## src/hdl/hft_pkg.sv

```systemverilog
// hft_pkg: shared types, constants and codes for the huffman tree builder and decoder
// no dependencies; imported by hft_cell and huffman_tree_build_decode
`timescale 1ns / 1ps

package hft_pkg;

  localparam int MAX_SYMBOLS = 256;
  localparam int WEIGHT_BITS = 16;
  localparam int WSUM_BITS   = WEIGHT_BITS + 10;
  localparam int NODE_DEPTH  = 2 * MAX_SYMBOLS - 1;
  localparam int NODE_W      = $clog2(NODE_DEPTH);
  localparam int CNT_W       = $clog2(MAX_SYMBOLS + 1);
  localparam int SYM_W       = 8;
  localparam int KIND_W      = 2;

  typedef enum logic [KIND_W-1:0] {
    KIND_SYMBOL = 2'd0,
    KIND_BUILT  = 2'd1,
    KIND_ERROR  = 2'd2
  } kind_t;

  typedef enum logic [0:0] {
    CMD_LOAD   = 1'b0,
    CMD_DECODE = 1'b1
  } cmd_t;

  typedef enum logic [1:0] {
    CELL_HOLD  = 2'd0,
    CELL_LOAD  = 2'd1,
    CELL_MERGE = 2'd2
  } cell_op_t;

  // one list slot: node index and its weight
  typedef struct packed {
    logic                 valid;
    logic [NODE_W-1:0]    idx;
    logic [WSUM_BITS-1:0] w;
  } slot_t;

  // broadcast to every cell of the row
  typedef struct packed {
    cell_op_t             op;
    logic                 flush;
    logic [WSUM_BITS-1:0] key;
    slot_t                ins;
  } cell_ctrl_t;

  typedef struct packed {
    logic              leaf;
    logic [SYM_W-1:0]  sym;
    logic [NODE_W-1:0] c0;
    logic [NODE_W-1:0] c1;
  } node_t;

  localparam int NODE_BITS = $bits(node_t);

  typedef enum logic [3:0] {
    ST_IDLE  = 4'b0001,
    ST_BUILD = 4'b0010,
    ST_ROOT  = 4'b0100,
    ST_DEC   = 4'b1000
  } state_t;

endpackage

```

## src/hdl/hft_cell.sv

```systemverilog
// hft_cell: one slot of the sorted node list, lightest slot at cell 0
// depends on hft_pkg; inserts or merges with data from its neighbors
`timescale 1ns / 1ps

module hft_cell
  import hft_pkg::*;
(
  input  logic       clk,
  input  logic       rst_n,
  input  cell_ctrl_t ctrl,
  input  slot_t      lo,
  input  logic       lo_lt,
  input  slot_t      up1,
  input  logic       up1_lt,
  input  slot_t      up2,
  input  logic       up2_lt,
  output slot_t      slot_o,
  output logic       lt_o
);

  slot_t slot_r;
  slot_t slot_nxt;
  slot_t own;

  always_comb begin
    own       = slot_r;
    own.valid = slot_r.valid & ~ctrl.flush;
  end

  assign slot_o = own;
  assign lt_o   = own.valid && (own.w < ctrl.key);

  always_comb begin
    case (ctrl.op)
      CELL_LOAD: begin
        // lighter slots stay, the new one lands above them, heavier and equal ones move up
        if (lt_o) begin
          slot_nxt = own;
        end else if (lo_lt) begin
          slot_nxt = ctrl.ins;
        end else begin
          slot_nxt = lo;
        end
      end
      CELL_MERGE: begin
        // two lightest leave, lighter ones move down two, merged node slots in, heavier and equal ones move down one
        if (up2_lt) begin
          slot_nxt = up2;
        end else if (up1_lt) begin
          slot_nxt = ctrl.ins;
        end else begin
          slot_nxt = up1;
        end
      end
      default: begin
        slot_nxt = slot_r;
      end
    endcase
  end

  always_ff @(posedge clk) begin
    if (!rst_n) begin
      slot_r.valid <= 1'b0;
    end else begin
      slot_r.valid <= slot_nxt.valid;
    end
    slot_r.idx <= slot_nxt.idx;
    slot_r.w   <= slot_nxt.w;
  end

endmodule
```

## config.mk

```make
export PLATFORM = sky130hd
export DESIGN_NAME = hft_cell
export DESIGN_NICKNAME = d
export VERILOG_FILES = /design/src/hdl/hft_pkg.sv /design/src/hdl/hft_cell.sv
export SDC_FILE = /design/constraint.sdc
export NUM_CORES = 1
export LEC_CHECK = 0
export ABC_AREA = 1
export BUFFER_PORTS_ARGS = -buffer_cell sky130_fd_sc_hd__clkbuf_2
export CAP_MARGIN = 20
export CORE_MARGIN = 2
export CORE_UTILIZATION = 25
export CTS_CLUSTER_SIZE = 40
export DETAILED_ROUTE_END_ITERATION = 8
export GPL_ROUTABILITY_DRIVEN = 0
export PLACE_DENSITY = 0.63
export REMOVE_ABC_BUFFERS = 1
export SLEW_MARGIN = 0
export SYNTH_ARGS = -nofsm -noshare
export SYNTH_HDL_FRONTEND = slang
export SYNTH_SLANG_ARGS = --single-unit
```

## constraint.sdc

```tcl
create_clock -name clk -period 6.9 [get_ports clk]
set_input_delay 0.69 -clock clk [delete_from_list [all_inputs] [get_ports clk]]
set_output_delay 0.69 -clock clk [all_outputs]
set_load 0.005 [all_outputs]
```

==> impl_metrics.ini <==
[synthesis]
synth_compound_area_frac = 0.1113
muxShareOfSynthArea = 0.1103
yosysUniqueCellTypes = 23
synth_fa_ha_area_frac = 0.09218
syn_area_mm2 = 0.003665
synthSimpleGateAreaFrac = 0.2393
synth_top_family_by_area = simple AND/OR/NAND/NOR gates
synth_warnings = 0
ys_seq_elements = 36
syn-instance-count = 491
syn_avg_cell_area_um2 = 7.464
synth_seq_area_share = 0.2922
synthXorXnorAreaFrac = 0

[drt]
post_drt_wl_per_cell_um = 13.85
drt-pass1-iter-count = 4
drt_iter0_markers = 154
vias = 3800
detail-route-antenna-nets = 0
drc_errors = 0
routed_wl_um = 11590
routed_via_density = 4.540

[setup_path]
r2r_slack_ns = 3.97
worstSetupPathType = in -> out
reg2reg_from = slot_o[19]
critical_path_peak_fanout = 22
required_ns = 6.21
crit_path_start = ctrl[57]
ff2ff_path_depth = 13
crit_path_start_kind = input pin
worstSetupEndpointType = primary output
r2r-end = slot_o[4]
arrival_ns = 2.54

[floorplanning]
die_w_um = 125.1
dieArea_mm2 = 0.01564
rows = 44
ioPinCount = 215
coreArea_mm2 = 0.01442
start_util = 0.2541
die_h_um = 125.1

[run]
cap_viol_max_count = 0

[placed_design]
post-dp-hpwl_um = 8950
numPortBuffers = 214
dp_slack_ns = 3.540

[sta]
worst_slew_margin_rel = 0.2985
grt_setup_unrepaired = false
hold_slack_ns = 0.5974
worst_slew_pin_slew_ns = 1.052
report.final.setup_viol = 0
period_share = 0.4688
hold_viol = 0
fin_ws_ns = 3.665
fmax_mhz = 309.1
fin_skew_ns = 0.005514
post-route-min-period_ns = 3.235
slew_viol_final = 0
tns_ns = 0

[hold_path]
min_from = slot_r[35]
worstHoldPathType = reg -> reg
hold-path-endpoint = slot_r[35]
whs_path_depth = 4

[finish]
syn2layout_area_growth_pct = 29.98
final_common_cell = clkbuf_2
antenna_cells = 0
mostFrequentLayoutCells = clkbuf_2, nor2_1, nand2_1, a21oi_1, nand3_1
drive_above_1_share = 0.4043
fill_cells = 1600
finalCoreUtilization = 0.3302
nets = 857

[clock_tree]
cts_sinks = 36
cts_root_buf = clkbuf_16
ctsHoldBuffers = 0
cts_buffers = 5
htree_num_levels = 2
cts_buffer_depth = 2
clk_latency_ns = 0.28
post_cts_buffers = 0
cts_resized = 0
cts_tree = yes
cts.clk_slew.worst_paths_ns = 0.06

[pwr]
finalPower_uw = 744.5
p_per_area_mw_per_mm2 = 156.3
p_leak_nw = 2.431
vdd_ir_drop_max_v = 0.00007611

[grt]
grt-ovfl-total = 0
grt_start_max_net_pins = 74
grt_pass1_wl_um = 18500
grt_antenna_before_repair = 0
grt_use_total = 0.1460
grt_pass1_vias = 3746

[run_status]
status = finished, final reports clean
==> per-stage QoR <==
stage               instances  area (µm²)
finish                    837        4763
detailed placement        828        4607
CTS                       836        4743
global route              837        4763
floorplan                 426        3252
global placement          827        4587
==> how the worst max path moves through the flow <==
| stage | to | slack (ns) |
|---|---|---|
| 2_1_floorplan | slot_o[0] | 2.66 |
| 3_3_place_gp | slot_o[8] | 3.48 |
| 3_5_place_dp | slot_o[7] | 3.54 |
| 4_1_cts | lt_o | 3.62 |
| 5_1_grt | lt_o | 3.43 |
| 6_report | lt_o | 3.67 |
==> critical path, stage by stage <==
cell and delay (ns):
clkbuf_2 0.09, inv_1 0.04, ha_1 0.30, nand2_1 0.06
nor2_1 0.15, nand2_1 0.10, nor2_1 0.09, nand2_1 0.06
nand2_1 0.05, nor2_1 0.04, nand2_2 0.37, buf_4 0.33
inv_1 0.06, clkbuf_2 0.11
==> cells by family after synthesis <==
logic type,after synthesis
AND/OR/NAND/NOR,205
buffers and inverters,106
adder cells (fa/ha/maj),27
AO/OA/AOI/OAI,81
flip-flops,36
multiplexers,36
==> state kept, by name (all words and copies together), names as in the netlist <==
| register | flops |
|---|---|
| slot_o | 35 |
| slot_r | 1 |
==> metal layers <==
layer | part of all wire | global-route usage | wire (µm) | up-vias
met4 | 0.021 | 0.04641 | 243 | 0
met1 | 0.43 | 0.1790 | 4976 | 1670
met5 | 0 | 0 | 0 | -
met2 | 0.49 | 0.2593 | 5678 | 151
li1 | - | - | - | 1962
met3 | 0.060 | 0.02653 | 695 | 17
==> power by group <==
part / total (mW) / internal (mW) / switching, mW
Combinational: 0.239 / 0.115 / 0.124
Clock: 0.225 / 0.133 / 0.0916
Sequential: 0.281 / 0.270 / 0.0109
==> synthesized netlist by cell type <==
cell	instances	area (µm²)
clkinv_1	1	3.750
nor2_1	80	300.3
mux2_2	35	394.1
buf_4	35	262.8
inv_2	1	3.750
ha_1	27	337.8
a21o_1	1	7.510
nand2_2	1	6.260
nor3_1	36	180.2
buf_2	12	60.06
edfxtp_1	35	1051
inv_1	39	146.4
o21ai_1	2	10.01
mux2i_1	1	10.01
o21ai_0	34	170.2
clkbuf_1	15	56.30
nand2_1	44	165.2
a21oi_1	44	220.2
buf_6	3	33.78
nand3b_1	1	7.510
nor2_2	2	12.51
dfxtp_1	1	20.02
nand3_1	41	205.2
==> layout make-up <==
cell class | instances | area [µm²] | area share
well taps | 184 | 230.2 | 0.04833
multi-input cells | 349 | 2038 | 0.4279
clock buffers | 7 | 132.6 | 0.02784
clock inverters | 1 | 3.754 | 0.0007880
repair buffers | 219 | 1134 | 0.2380
flip-flops and latches | 36 | 1071 | 0.2248
inverters | 41 | 153.9 | 0.03231
Power figures use the tool's default switching activity.
