File: config.mk
export PLATFORM = sky130hd
export DESIGN_NAME = hft_ram
export DESIGN_NICKNAME = d
export VERILOG_FILES = /design/src/hdl/hft_ram.sv
export SDC_FILE = /design/constraint.sdc
export NUM_CORES = 1
export LEC_CHECK = 0
export BUFFER_PORTS_ARGS = -buffer_cell sky130_fd_sc_hd__buf_2
export CAP_MARGIN = 20
export CORE_ASPECT_RATIO = 0.75
export CORE_UTILIZATION = 60
export DETAILED_ROUTE_END_ITERATION = 10
export PLACE_DENSITY = 0.78
export SLEW_MARGIN = 20
export SYNTH_ARGS = -nofsm -noshare
export SYNTH_HDL_FRONTEND = slang
export SYNTH_SLANG_ARGS = --single-unit
File: constraint.sdc
create_clock -name clk -period 2.2 [get_ports clk]
set_input_delay 0.11 -clock clk [delete_from_list [all_inputs] [get_ports clk]]
set_output_delay 0.11 -clock clk [all_outputs]
set_load 0.005 [all_outputs]
File: src/hdl/hft_ram.sv
// hft_ram: generic single write port ram with one registered read port
// no dependencies; holds the node table of the huffman tree
`timescale 1ns / 1ps

module hft_ram #(
  parameter int WIDTH = 8,
  parameter int DEPTH = 16
) (
  input  logic                     clk,
  input  logic                     we,
  input  logic [$clog2(DEPTH)-1:0] waddr,
  input  logic [WIDTH-1:0]         wdata,
  input  logic [$clog2(DEPTH)-1:0] raddr,
  output logic [WIDTH-1:0]         rdata
);

  logic [WIDTH-1:0] mem [DEPTH];

  always_ff @(posedge clk) begin
    if (we) begin
      mem[waddr] <= wdata;
    end
    rdata <= mem[raddr];
  end

endmodule

==> results of run 1 <==
## critical path: stages, from the launching register on
cell and delay, ps:
edfxtp_1 370, mux4_1 490, a22oi_1 280, nand2_1 90
## state kept, by name, summed over array words and instances (netlist names)
| name | count |
|---|---|
| mem | 128 |
| rdata | 8 |
## power groups by stage
stage                     clock network [uW]  logic (uW)  registers [uW]
final                                   2590         269            2920
after global routing                    2730         290            2920
after CTS                               2620         269            2920
after detailed placement                   0         267            2970
after global placement                     0         260            2970
after floorplan                            0         147            2960
## cell usage in the layout (no fill, tap or decap), types with 2 or more instances in the layout
cell type  instances
nor3_1             4
clkbuf_1           2
nand3b_1           2
buf_12             2
clkinv_2           5
buf_2             25
edfxtp_1         128
nor2_1            13
mux4_2            18
dfxtp_1            8
a22oi_1           16
nand2b_1           2
clkinv_1           5
buf_4             17
bufinv_16          2
mux4_1            14
nand2_1            9
clkbuf_16         17
## metrics by stage
stage / std cells / hold slack, ps / setup WS (ps) / power [uW] / utilization (%)
after floorplan: 229 / 209 / 597 / 3110 / -
after global placement: 368 / 492 / 660 / 3230 / 67.8
after detailed placement: 368 / 489 / 611 / 3240 / 67.8
after CTS: 400 / 77.3 / 807 / 5810 / 74.5
after global routing: 400 / 90.3 / 796 / 5940 / 74.5
final: 401 / 85.3 / 843 / 5780 / 74.5
## layer usage
| layer | track usage (%) | up-vias | wire, um |
|---|---|---|---|
| met5 | 0 | - | 0 |
| met4 | 12.6 | 0 | 200 |
| met3 | 7.30 | 20 | 903 |
| met2 | 37.9 | 124 | 4660 |
| met1 | 33.6 | 1247 | 4020 |
| li1 | - | 1090 | - |
## logic make-up (layout without fill, tap and decap cells)
family                 Yosys count  count (layout)  share of synthesized area, %
AO/OA/AOI/OAI                   16              16                          2.33
buffers and inverters           10              76                          1.68
flip-flops                     136             136                          77.8
multiplexers                    32              32                          15.0
other                            0               1                             0
AND/OR/NAND/NOR                 35              35                          3.18
## final timing paths
check | from | endpoint | slack [ps]
min reg2reg | mem[8][3]$_DFFE_PP_ | rdata[3]$_DFF_P_ | 700
min | wdata[2] | mem[14][2]$_DFFE_PP_ | 90
max reg2reg | mem[10][4]$_DFFE_PP_ | rdata[4]$_DFF_P_ | 840
max | mem[10][4]$_DFFE_PP_ | rdata[4]$_DFF_P_ | 840
## layout make-up
| cell class | count | area share, % |
|---|---|---|
| antenna | 1 | 0.0415 |
| clock buffer | 19 | 7.18 |
| clock inverter | 13 | 1.85 |
| multi-input combinational | 83 | 17.5 |
| sequential | 136 | 66.4 |
| tap | 105 | 2.18 |
| timing repair buffer | 44 | 4.85 |
==> reports/metrics.cfg, run 1 <==
[run_status]
outcome=completed

[pwr]
p_leak_uw=0.00207
intPower_uw=4650
p_comb_share_pct=4.6
p_sw_share_pct=19.6
ir_drop_mv=1.02
p_per_area_nw_per_um2=958
seq_power_share_pct=50.5
clkPwrFrac_pct=44.8
p_sw_uw=1130

[synthesis]
synth_area_leaders=edfxtp_1 75%, mux4_2 7.9%, mux4_1 7.1%, dfxtp_1 3.1%, a22oi_1 2.3%
synth_top_cell_area_share_pct=74.7
ys_seq_area_share_pct=77.8
ys.flop_type=edfxtp_1
synth_nets=247
yosysTopAreaCell=edfxtp_1
netlist_top_cells_count=128 x edfxtp_1, 18 x mux4_2, 16 x a22oi_1
synth-edff-count=128
synth_most_common_cell=edfxtp_1
synth.avg_cell_area_sq_um=22.5
ys.warnings.count=0
synth.cell_area_sq_um=5150
async_flop_share_pct=0
ys_ff_latch=136
ys_types=19
synth_cells=229

[min_path]
holdPathStages=1
hold_path_class=in2reg

[layout]
final_area_sq_um=6030
seqCellArea_sq_um=4000
nFillCells=442
fin_nets=300
multi_input_area_sq_um=1060
synthToLayoutAreaGrowth_pct=17.2
drive_above_1_share_pct=29.8

[place]
place_area_sq_um=5490
portBuffers=25
dp_hpwl_mm=6.13
gp_congestion=0.749

[global_route]
grt_pass1_wl_mm=14.4
antenna_found_initial=1
grt_pass1_vias=2495
grt_overflow_total=0
grt_max_degree=33
grt_usage_pct=24.9

[floorplan]
core_sq_um=8090
die_w_um=109
die_y_um=82.2
fp-row-count=28
die_area_sq_um=8960
start_util_pct=63.6
io_pins=26

[sta]
fin_worst_skew_ps=7.51
finalSetupTns_ps=0
fin_crit_ps=1360
relSlewSlack_pct=44.2
max_freq_mhz=737
setup_violations=0
worstMarginPinSlew_ps=834
rsz0062_at_grt=no
finalHoldViolCount=0
min_period_over_period_pct=61.7
drv_slew=0

[clock_tree]
htree_levels=4
clock_path_buffers=2
clk_pin_slew_ps=60
clockRootBuffer=clkbuf_16
cts_hold_buf=0
worstSkewPairLatency_ps=410
cts_buffers=17
tritoncts=done
postCtsSetupRepairBufs=0
clock-sinks=136
cts_resized=0

[drt]
drc=0
vias=2481
dr.pass1.iters=4
routed_via_density=6.19
routed_wl_mm=9.78
wire_per_inst_um=24.4
drt_iter0_markers=234
antenna_left=0

[worst_setup_path]
worstSetupStartpointType=register
crit_type=reg2reg
rr_worst_depth=3
end_kind=register
arrival_ps=1640
worstPathMaxFanout=1
cp.required_ps=2480

[job]
maxCapViolCount=0

No activity file was read; power rests on OpenSTA's default activity.
==> run 2: changes to the inputs <==
--- a/config.mk
+++ b/config.mk
@@ -5,12 +5,13 @@
 export SDC_FILE = /design/constraint.sdc
 export NUM_CORES = 1
 export LEC_CHECK = 0
+export ABC_AREA = 1
 export BUFFER_PORTS_ARGS = -buffer_cell sky130_fd_sc_hd__buf_2
 export CAP_MARGIN = 20
 export CORE_ASPECT_RATIO = 0.75
-export CORE_UTILIZATION = 60
+export CORE_UTILIZATION = 55
 export DETAILED_ROUTE_END_ITERATION = 10
-export PLACE_DENSITY = 0.78
+export PLACE_DENSITY = 0.75
 export SLEW_MARGIN = 20
 export SYNTH_ARGS = -nofsm -noshare
 export SYNTH_HDL_FRONTEND = slang
==> constraint.sdc (replaced) <==
create_clock -name clk -period 1.2 [get_ports clk]
set_input_delay 0.06 -clock clk [delete_from_list [all_inputs] [get_ports clk]]
set_output_delay 0.06 -clock clk [all_outputs]
set_load 0.005 [all_outputs]
==> run 2 against run 1 <==
  * Die area rose by 22%
  * Count of clock-buffer cells in the layout fell by 2
  * Critical path depth rose by 3
  * Sequential cell count did not move
  * Clock power rose by 120%
  * Non-clock buffer count rose by 7
  * Fmax rose by 30%
  * Largest cell class unchanged
==> reports/metrics.cfg, run 2 <==
[sta]
setup_violations=0  ; unchanged
fin_worst_skew_ps=16.1  ; +8.54 ps
fin_crit_ps=1050  ; -309 ps
drv_slew=0  ; unchanged
min_period_over_period_pct=87.3  ; +26 points
relSlewSlack_pct=73.9  ; +30 points
worstMarginPinSlew_ps=391  ; -443 ps
finalHoldViolCount=0  ; unchanged
rsz0062_at_grt=no
finalSetupTns_ps=0  ; unchanged
fin_ws_ps=152  ; -691 ps
max_freq_mhz=954  ; +30%

[worst_setup_path]
path_common_cell=nand3_1
path_cells=inv_1 -> nand2_1 -> nand3_1 -> nand3_1 -> nand3_1 -> nand2_1
reg2reg_to=rdata[1]$_DFF_P_
rrSetupSlack_ps=150  ; -690 ps
max_stage_delay_ps=370  ; -120 ps
rr_worst_depth=6  ; +3
crit_type=reg2reg
cp_num_buf_inv=1  ; +1
worstPathMaxFanout=1  ; unchanged
cp.required_ps=1500  ; -980 ps
r2r-start=mem[5][1]$_DFFE_PP_
worstSetupStartpointType=register
end_kind=register
cp_top_family=simple AND/OR/NAND/NOR gates
arrival_ps=1350  ; -290 ps
cpMaxStageDelayCell=edfxtp_1

[layout]
top_register=mem
diodes=0  ; -1
final_util_pct=68.4  ; -6.1 points
drive_above_1_share_pct=13.3  ; -17 points
fin_nets=615  ; +110%
largest_reg_flops=128  ; unchanged
final_cell_mix=173 x nand2_1, 128 x edfxtp_1, 100 x inv_1
final_area_sq_um=6790  ; +13%
synthToLayoutAreaGrowth_pct=17.8
top_regs=mem: 128 flops, rdata: 8 flops
mostFrequentLayoutCell=nand2_1

[pwr]
p_per_area_nw_per_um2=1740  ; +81%
p_leak_uw=0.00298  ; +44%
ir_drop_mv=1.58  ; +55%
fin_total_pwr_uw=11800  ; +100%

[clock_tree]
cts_buffers=17  ; unchanged
clk_pin_slew_ps=60  ; about the same
clock-sinks=136  ; unchanged
cts_resized=0  ; unchanged
worstSkewPairLatency_ps=420  ; about the same
clock_path_buffers=2  ; unchanged
htree_levels=4  ; unchanged
clockRootBuffer=clkbuf_16
tritoncts=done

[global_route]
grt_pass1_wl_mm=20.4  ; +41%
grt_max_degree=65  ; +97%
grt_overflow_total=0  ; unchanged
antenna_found_initial=0  ; -1
grt_usage_pct=25.9  ; +0.93 points
grt_pass1_vias=3812  ; +53%

[floorplan]
die_y_um=90.7  ; +10%
fp-row-count=31  ; +11%
start_util_pct=58.1  ; -5.5 points
die_area_sq_um=10900  ; +22%
core_sq_um=9930  ; +23%
io_pins=26  ; unchanged
die_w_um=120  ; +10%

[drt]
dr.pass1.iters=5  ; +1
routed_wl_mm=12.7  ; +30%
routed_via_density=5.28  ; -15%
wire_per_inst_um=17.1  ; -30%
antenna_left=0  ; unchanged
drt_iter0_markers=445  ; +90%
drc=0  ; unchanged
vias=3915  ; +58%

[place]
preCtsSetupSlack_ps=67.0  ; -544 ps
place_area_sq_um=6130  ; +12%
portBuffers=25  ; unchanged
gp_congestion=0.818  ; +9.2%
dp_hpwl_mm=7.70  ; +26%

[synthesis]
ys_types=12  ; -7
synth_cells=551  ; +140%
synth_most_common_cell=nand2_1
ys_ff_latch=136  ; unchanged
ys.flop_type=edfxtp_1
synth-edff-count=128  ; unchanged
netlist_top_cells_count=173 x nand2_1, 128 x edfxtp_1, 100 x inv_1
synth.cell_area_sq_um=5770  ; +12%
synth_top_cell_area_share_pct=66.7  ; -8.0 points
async_flop_share_pct=0  ; unchanged
yosysTopAreaCell=edfxtp_1
synth.avg_cell_area_sq_um=10.5  ; -53%
synth_area_leaders=edfxtp_1 67%, nand2_1 11%, nand3_1 8.4%, inv_1 6.5%, dfxtp_1 2.8%
synth_nets=569  ; +130%
ys_seq_area_share_pct=69.4  ; -8.4 points
ys.warnings.count=0  ; unchanged

[min_path]
worstHoldEndpoint=mem[7][0]$_DFFE_PP_
min_from=wdata[0]
hold_path_class=in2reg
holdPathStages=1  ; unchanged

[job]
maxCapViolCount=0  ; unchanged

[run_status]
outcome=completed

run 2: worst register-to-register path, stage by stage, from the launching register on:
cell and delay (ps):
edfxtp_1 370, inv_1 70, nand2_1 50, nand3_1 80, nand3_1 90, nand3_1 180, nand2_1 80
run 2: logic make-up after synthesis:
kind of cell | after synthesis | synth area share (%)
flip-flops | 136 | 69.4
AND/OR/NAND/NOR | 289 | 21.0
buffers and inverters | 126 | 9.52
run 2: worst max path at each step:
stage	start	endpoint	slack, ps	cells after the start
after global placement	raddr[0]	rdata[1]$_DFF_P_	100	7
after floorplan	waddr[2]	mem[10][0]$_DFFE_PP_	190	2
final	mem[5][1]$_DFFE_PP_	rdata[1]$_DFF_P_	150	6
after detailed placement	raddr[0]	rdata[1]$_DFF_P_	70	7
after global routing	mem[6][5]$_DFFE_PP_	rdata[5]$_DFF_P_	100	6
after CTS	mem[2][7]$_DFFE_PP_	rdata[7]$_DFF_P_	150	6
run 2: final cells by class:
type	count	area [sq um]
clock inverters	15	230
fillers	749	3140
clock buffers	17	425
multi-input cells	289	1210
inverters	102	383
repair buffers	51	373
well taps	132	165
flip-flops and latches	136	4000
run 2: layer usage:
| metal | share of wire (%) | wire length [um] | global-route usage, % | up-vias |
|---|---|---|---|---|
| met3 | 8.7 | 1110 | 7.01 | 15 |
| met5 | 0 | 0 | 0 | - |
| met2 | 49 | 6160 | 40.1 | 180 |
| li1 | - | - | - | 1866 |
| met4 | 0.85 | 108 | 6.17 | 0 |
| met1 | 42 | 5320 | 36.5 | 1854 |
run 2: metrics by stage:
| stage | cells | hold slack (ps) |
|---|---|---|
| after floorplan | 551 | 159 |
| after global placement | 709 | 425 |
| after detailed placement | 709 | 431 |
| after CTS | 742 | 40.5 |
| after global routing | 742 | 45.2 |
| final | 742 | 45.2 |
run 2: timing repair:
action | CTS | global route
buffers inserted | 0 | 0
hold buffers | 1 | 0
endpoints found under the hold margin | 2 | 0
run 2: power breakdown:
| group | leakage [uW] | total (uW) | internal [uW] | switching, uW |
|---|---|---|---|---|
| registers | 0.00122 | 5340 | 5310 | 27.5 |
| logic | 0.00144 | 670 | 212 | 458 |
| clock network | 0.000316 | 5790 | 3860 | 1930 |
| total | 0.00298 | 11800 | 9390 | 2410 |
